[src/rtl/bor_pkg.sv]
package bor_pkg;

   // Fixed widths of the channel fields
   localparam int SET_IDX_BITS  = 6;
   localparam int TAG_IN_BITS   = 32;
   localparam int NEXT_USE_IN_BITS = 32;
   localparam int TILE_BITS     = 16;
   localparam int WAY_OUT_BITS  = 3;

   // Request command codes
   localparam logic CMD_ACCESS = 1'b0;
   localparam logic CMD_FLUSH  = 1'b1;

   // Controller to datapath commands
   typedef struct packed {
      logic clear_step;   // write one cleared row during the clearing pass
      logic capture;      // register the request and read the set rows
      logic resolve;      // decide, write back the set and load the result
   } ctl_cmd_type;

   // Datapath to controller status
   typedef struct packed {
      logic clear_last;   // clearing pass is at its last row
      logic rsp_free;     // result register is empty or being drained
   } ctl_stat_type;

endpackage

[src/rtl/bor_ctrl.sv]
module bor_ctrl (
   input  logic                  clock,
   input  logic                  reset,
   input  logic                  req_valid,
   output logic                  req_ready,
   input  bor_pkg::ctl_stat_type stat,
   output bor_pkg::ctl_cmd_type  cmd
);

   typedef enum logic [2:0] {
      ST_CLEAR = 3'b001,
      ST_IDLE  = 3'b010,
      ST_LOOK  = 3'b100
   } state_type;

   state_type state_ff;
   state_type state_in;

   // Sequence: clearing pass, then accept one request, then resolve it
   always_comb begin
      state_in       = state_ff;
      req_ready      = 1'b0;
      cmd.clear_step = 1'b0;
      cmd.capture    = 1'b0;
      cmd.resolve    = 1'b0;
      unique case (state_ff)
         ST_CLEAR: begin
            cmd.clear_step = 1'b1;
            if (stat.clear_last) begin
               state_in = ST_IDLE;
            end
         end
         ST_IDLE: begin
            req_ready = 1'b1;
            if (req_valid) begin
               cmd.capture = 1'b1;
               state_in    = ST_LOOK;
            end
         end
         ST_LOOK: begin
            // hold the row until the result register can take the answer
            if (stat.rsp_free) begin
               cmd.resolve = 1'b1;
               state_in    = ST_IDLE;
            end
         end
         default: begin
            state_in = ST_CLEAR;
         end
      endcase
   end

   always_ff @(posedge clock) begin
      if (reset) begin
         state_ff <= ST_CLEAR;
      end else begin
         state_ff <= state_in;
      end
   end

endmodule

[config.mk]
export PLATFORM = sky130hd
export DESIGN_NAME = bor_ctrl
export DESIGN_NICKNAME = d
export VERILOG_FILES = /design/src/rtl/bor_pkg.sv /design/src/rtl/bor_ctrl.sv
export SDC_FILE = /design/constraint.sdc
export NUM_CORES = 1
export LEC_CHECK = 0
export ABC_AREA = 1
export BUFFER_PORTS_ARGS = -buffer_cell sky130_fd_sc_hd__buf_4
export CAP_MARGIN = 10
export CORE_AREA = 2 2 39 41
export CTS_BUF_LIST = sky130_fd_sc_hd__clkbuf_16
export DETAILED_ROUTE_END_ITERATION = 7
export DIE_AREA = 0 0 41 43
export SLEW_MARGIN = 20
export SYNTH_ARGS = -nofsm -noshare
export SYNTH_HDL_FRONTEND = slang
export SYNTH_SLANG_ARGS = --single-unit
export TNS_END_PERCENT = 1
[constraint.sdc]
create_clock -name clock -period 1.3 [get_ports clock]
set_input_delay 0.13 -clock clock [delete_from_list [all_inputs] [get_ports clock]]
set_output_delay 0.13 -clock clock [all_outputs]
set_load 0.1 [all_outputs]
### Word-level counts from Yosys, hierarchy flattened

Index checks and enable logic that the tools add are counted.

| word-level totals | value |
|---|---|
| input port bits | 5 |
| logic and storage cells | 18 |
| register bits | 3 |
| output and inout port bits | 4 |

| operators by class | value |
|---|---|
| reductions and logical operators | 1 |
| multiplexer cells | 10 |
| equal/unequal tests | 6 |

Operators with widths:

| operator | count |
|---|---|
| $mux W3 | 3 |
| $pmux W3 S3 | 1 |
| $mux W1 | 6 |
| $ne A2 B2 Y1 const B | 3 |
| $eq A3 B1 Y1 const B | 1 |
| $eq A3 B2 Y1 const B | 1 |
| $eq A3 B3 Y1 const B | 1 |
| $reduce_and A3 Y1 | 1 |

### Longest topological paths before layout

| logic depth | value |
|---|---|
| depth after elaboration | 3 |
| depth in mapped cells | 7 |
| depth with buffers taken out | 7 |

### Worst setup path after synthesis

Ideal clock, no wire load.

| timing path | value |
|---|---|
| path kind | flip-flop to output port |
| start | register state_ff[2] |
| end | output cmd[0] (netlist name) |
| arrival time | 3325 ps |
| slack | -2155 ps |
| buffers on the path | 0 |
| cell stages (with the launch flop) | 3 |
| cell sequence | dfxtp_1 inv_1 nor4_1 |

RTL lines:

| item | RTL line | source |
|---|---|---|
| start, declared | bor_ctrl.sv:16 | `state_type state_ff;` |
| start signal, assigned | bor_ctrl.sv:57 | `state_ff <= state_in;` |
| end, declared | bor_ctrl.sv:7 | `output bor_pkg::ctl_cmd_type cmd` |

==> impl_results.rst <==
.. list-table::
   :header-rows: 1

   * - Metric
     - Value
   * - Average routed wire per standard cell
     - 8.10 um
   * - Post-CTS Hold Buffers
     - 0
   * - Number of flip-flops under the largest register name
     - 3
   * - Worst Path Arrival
     - 1180 ps
   * - Count of buffers inserted at the top-level ports
     - 8
   * - Clock tree from TritonCTS
     - yes
   * - Seq/Total Area, Yosys
     - 0.322
   * - Prevailing post-synth register cell
     - sky130_fd_sc_hd__dfxtp_1
   * - Cell area after technology mapping
     - 186 um^2
   * - Most area-consuming cells after synthesis
     - sky130_fd_sc_hd__dfxtp_1, sky130_fd_sc_hd__nand2_1, sky130_fd_sc_hd__inv_1, sky130_fd_sc_hd__nand3_1, sky130_fd_sc_hd__nor2_1
   * - Detailed-route DRC error count
     - 0
   * - Violations in the final reports
     - negative setup slack
   * - Maximum achievable frequency
     - roughly 0.76 GHz
   * - Net count reported at finish
     - 49
   * - Remaining antenna violation count after routing
     - 0
   * - Reg2reg setup slack
     - 290 ps
   * - Core box area
     - approximately 1400 um^2
   * - Clk root buf
     - sky130_fd_sc_hd__clkbuf_16
   * - Critical register-to-register path endpoint
     - state_ff[1]
   * - FILL cells
     - between 100 and 150
   * - HPWL Detailed
     - 376 um
   * - Vias in the first global route
     - roughly 200
   * - Final instance count without filler cells
     - slightly below 60
   * - Max FO, Critical Path
     - 6
   * - WS Path Type
     - reg2out
   * - Fraction of registers with async set/reset
     - 0
   * - Registers with the most flip-flops
     - state_ff (3)
   * - Proportion of power drawn by combinational gates
     - 0.311
   * - Chip Height
     - 43 um
   * - Part of the total power dissipated in sequential elements
     - 0.159
   * - Outcome
     - complete, but fails checks
   * - Standard-cell rows
     - 14
   * - Max Clock Skew
     - roughly 2.8 ps
   * - Largest family of logic cells by synthesized area
     - simple AND/OR/NAND/NOR gates
   * - XOR/XNOR Fraction of Synth Area
     - 0
   * - Die Footprint
     - around 1800 um^2
   * - CTS H-Tree Depth
     - 1
   * - R2r worst-path depth
     - 6
   * - Cells after DPL
     - 55
   * - Number of unique standard cell types used by synthesis
     - 11
   * - Max Root-Sink Buffers
     - 2
   * - Basic-gate share of the synthesized area counting and, or, nand and nor cells
     - 0.443
   * - Number of top-level pins
     - 9
   * - GRT Resource Usage Total
     - 0.0772
   * - Number of setup buffers added after CTS
     - 0
   * - CTS sink count
     - 3
   * - Area overhead of the layout relative to synthesis
     - 121%
   * - Tightest slew margin relative to the limit
     - 0.816
   * - Hold Crit Endpoint
     - state_ff[2]
   * - First-pass GRT wire length
     - 862 um
   * - Count of antenna diodes in the layout
     - 0
   * - Total detailed-routing wirelength
     - 478 um
   * - Largest area contributor in the netlist
     - sky130_fd_sc_hd__dfxtp_1
   * - Clock latency on the worst-skew pair
     - approximately 220 ps
   * - Setup repair after global routing missed its margin
     - true
   * - Initial core utilization
     - 0.135
   * - Pwr dens
     - 2160 nW/um^2
   * - Yosys Warn Count
     - 0
   * - Critical Path End Type
     - output port
   * - Post-Place Setup Slack
     - around 63 ps
   * - Largest register by flop count
     - state_ff
   * - Fraction of layout cells with a size suffix above 1
     - 0.535
   * - Maximum capacitance violations
     - 0
   * - Number of synthesized flops with an enable pin
     - 0
   * - Sort of element at the start of the critical path
     - flip-flop
   * - Psw
     - 293 uW
   * - Worst Hold Margin
     - just over 60 ps
   * - Hold depth
     - 2
   * - Final Cycle Share
     - 1.01
   * - Final Max Tran Viols
     - 0
   * - Grt total ovfl
     - 0
   * - Number of antenna violations at the first check in global routing
     - 0
   * - Final WS setup
     - -10.1 ps
   * - Max rail drop VDD
     - 1.02 mV
   * - Number of instances in the synthesized netlist
     - 31
   * - Global placement routability congestion
     - 0.722
   * - Actual transition at the worst max-transition pin
     - approximately 280 ps
   * - Area fraction in compound gates after synthesis
     - 0.0738
   * - Post-synthesis sequential element count
     - 3
   * - Commonest cells in the synthesized netlist
     - sky130_fd_sc_hd__nand2_1, sky130_fd_sc_hd__inv_1, sky130_fd_sc_hd__dfxtp_1, sky130_fd_sc_hd__nand3_1, sky130_fd_sc_hd__nor2_1
   * - Count leader, synth
     - sky130_fd_sc_hd__nand2_1
   * - Initial DRC count
     - 2
   * - Die boundary width
     - slightly above 40 um
   * - Fin util
     - 0.298
   * - Placement-stage cell area
     - ~300 um^2
   * - Fin. Hold Viols
     - 0
   * - Pin count of the biggest net entering global routing
     - 7
   * - Num CTS Buffers
     - 3
   * - Origin of the worst min-delay path
     - reset
   * - Total number of vias
     - between 200 and 250
   * - Startpoint of the most critical register-to-register path
     - state_ff[1]
   * - Share of total power in the clock network
     - 0.530
   * - Share of cell area taken by muxes after synthesis
     - 0
   * - Path category of the worst min-delay check
     - in2reg
   * - Adder-Cell Fraction of Synth Area
     - 0
   * - Cell area after layout
     - ~410 um^2
   * - Mean number of vias per cell
     - roughly 3.8
   * - Synthesized netlist net count
     - 36
   * - Design internal power
     - ~600 uW
   * - Switching Share
     - 0.329
   * - Final setup vio count
     - 1
   * - Critical path data required time
     - about 1200 ps
   * - Share of Yosys cell area claimed by the top area cell type
     - 0.322
   * - Time the final worst path needs with I/O delays and setup
     - 1310 ps
   * - Synth Area per Inst
     - approximately 6 um^2
   * - Clock transition time at the flip-flop clock pins of the worst setup and hold paths
     - 30 ps
   * - Static Leakage
     - approximately 0.19 nW
   * - Pre-antenna DRT Iters
     - 2
[worst max path at each step]
stage,startpoint,to,slack (ps),depth (start not counted)
3_3_place_gp,state_ff[2],cmd[0],60,3
5_1_grt,state_ff[0],cmd[1],-70,4
3_5_place_dp,state_ff[2],cmd[0],60,3
4_1_cts,state_ff[1],cmd[1],-30,5
2_1_floorplan,state_ff[1],cmd[1],-650,4
6_report,state_ff[0],cmd[1],-10,4
[cells by family after synthesis]
family / count (synthesis)
AOI/OAI and AO/OA: 2
and+or+nand+nor: 18
DFF: 3
buffers and inverters: 8
[repair_timing]
action                     CTS  global route
pin swaps                    1             0
gates resized for setup      9             4
setup endpoints to repair    4             4
[through the flow]
| step | power [mW] | TNS, ps |
|---|---|---|
| after floorplan | 0.327 | -2560 |
| after global placement | 0.373 | 0 |
| after detailed placement | 0.378 | 0 |
| after CTS | 0.874 | -28.7 |
| after global routing | 0.934 | -110 |
| final | 0.891 | -10.1 |
[layout make-up]
class                   instances  area (um^2)  share of cell area
clock inverters                 1         3.75             0.00909
multi-input cells              20          120               0.291
inverters                       8         33.8              0.0818
well taps                      16         20.0              0.0485
clock buffers                   3         75.1               0.182
flip-flops and latches          3         71.3               0.173
repair buffers                  8         88.8               0.215
[cell usage in the layout (no fill, tap or decap), types with 2 or more instances in the layout]
| cell | count |
|---|---|
| sky130_fd_sc_hd__buf_12 | 2 |
| sky130_fd_sc_hd__clkbuf_16 | 3 |
| sky130_fd_sc_hd__nand2_1 | 8 |
| sky130_fd_sc_hd__dfxtp_4 | 3 |
| sky130_fd_sc_hd__nand3_1 | 3 |
| sky130_fd_sc_hd__inv_2 | 3 |
| sky130_fd_sc_hd__inv_1 | 5 |
| sky130_fd_sc_hd__nor2_1 | 3 |
| sky130_fd_sc_hd__buf_4 | 5 |
[critical path: stages (launching register included)]
cell                         delay (ps)
sky130_fd_sc_hd__dfxtp_4            360
sky130_fd_sc_hd__nor3_4             230
sky130_fd_sc_hd__nand2_2            110
sky130_fd_sc_hd__clkinvlp_4          90
sky130_fd_sc_hd__buf_12             160
[power groups by stage]
| stage | sequential (mW) | combinational, mW | clock (mW) |
|---|---|---|---|
| finish | 0.142 | 0.277 | 0.472 |
| global route | 0.146 | 0.294 | 0.493 |
| CTS | 0.138 | 0.254 | 0.482 |
| detailed placement | 0.139 | 0.239 | 0 |
| global placement | 0.138 | 0.236 | 0 |
| floorplan | 0.135 | 0.192 | 0 |
[routing by layer]
metal	share of wire	track usage	vias to the layer above
li1	-	-	117
met1	0.44	0.0865	97
met2	0.46	0.100	9
met3	0.096	0.0628	0
met5	0	0	-
met4	0	0.0400	0
Power figures use the tool's default switching activity.
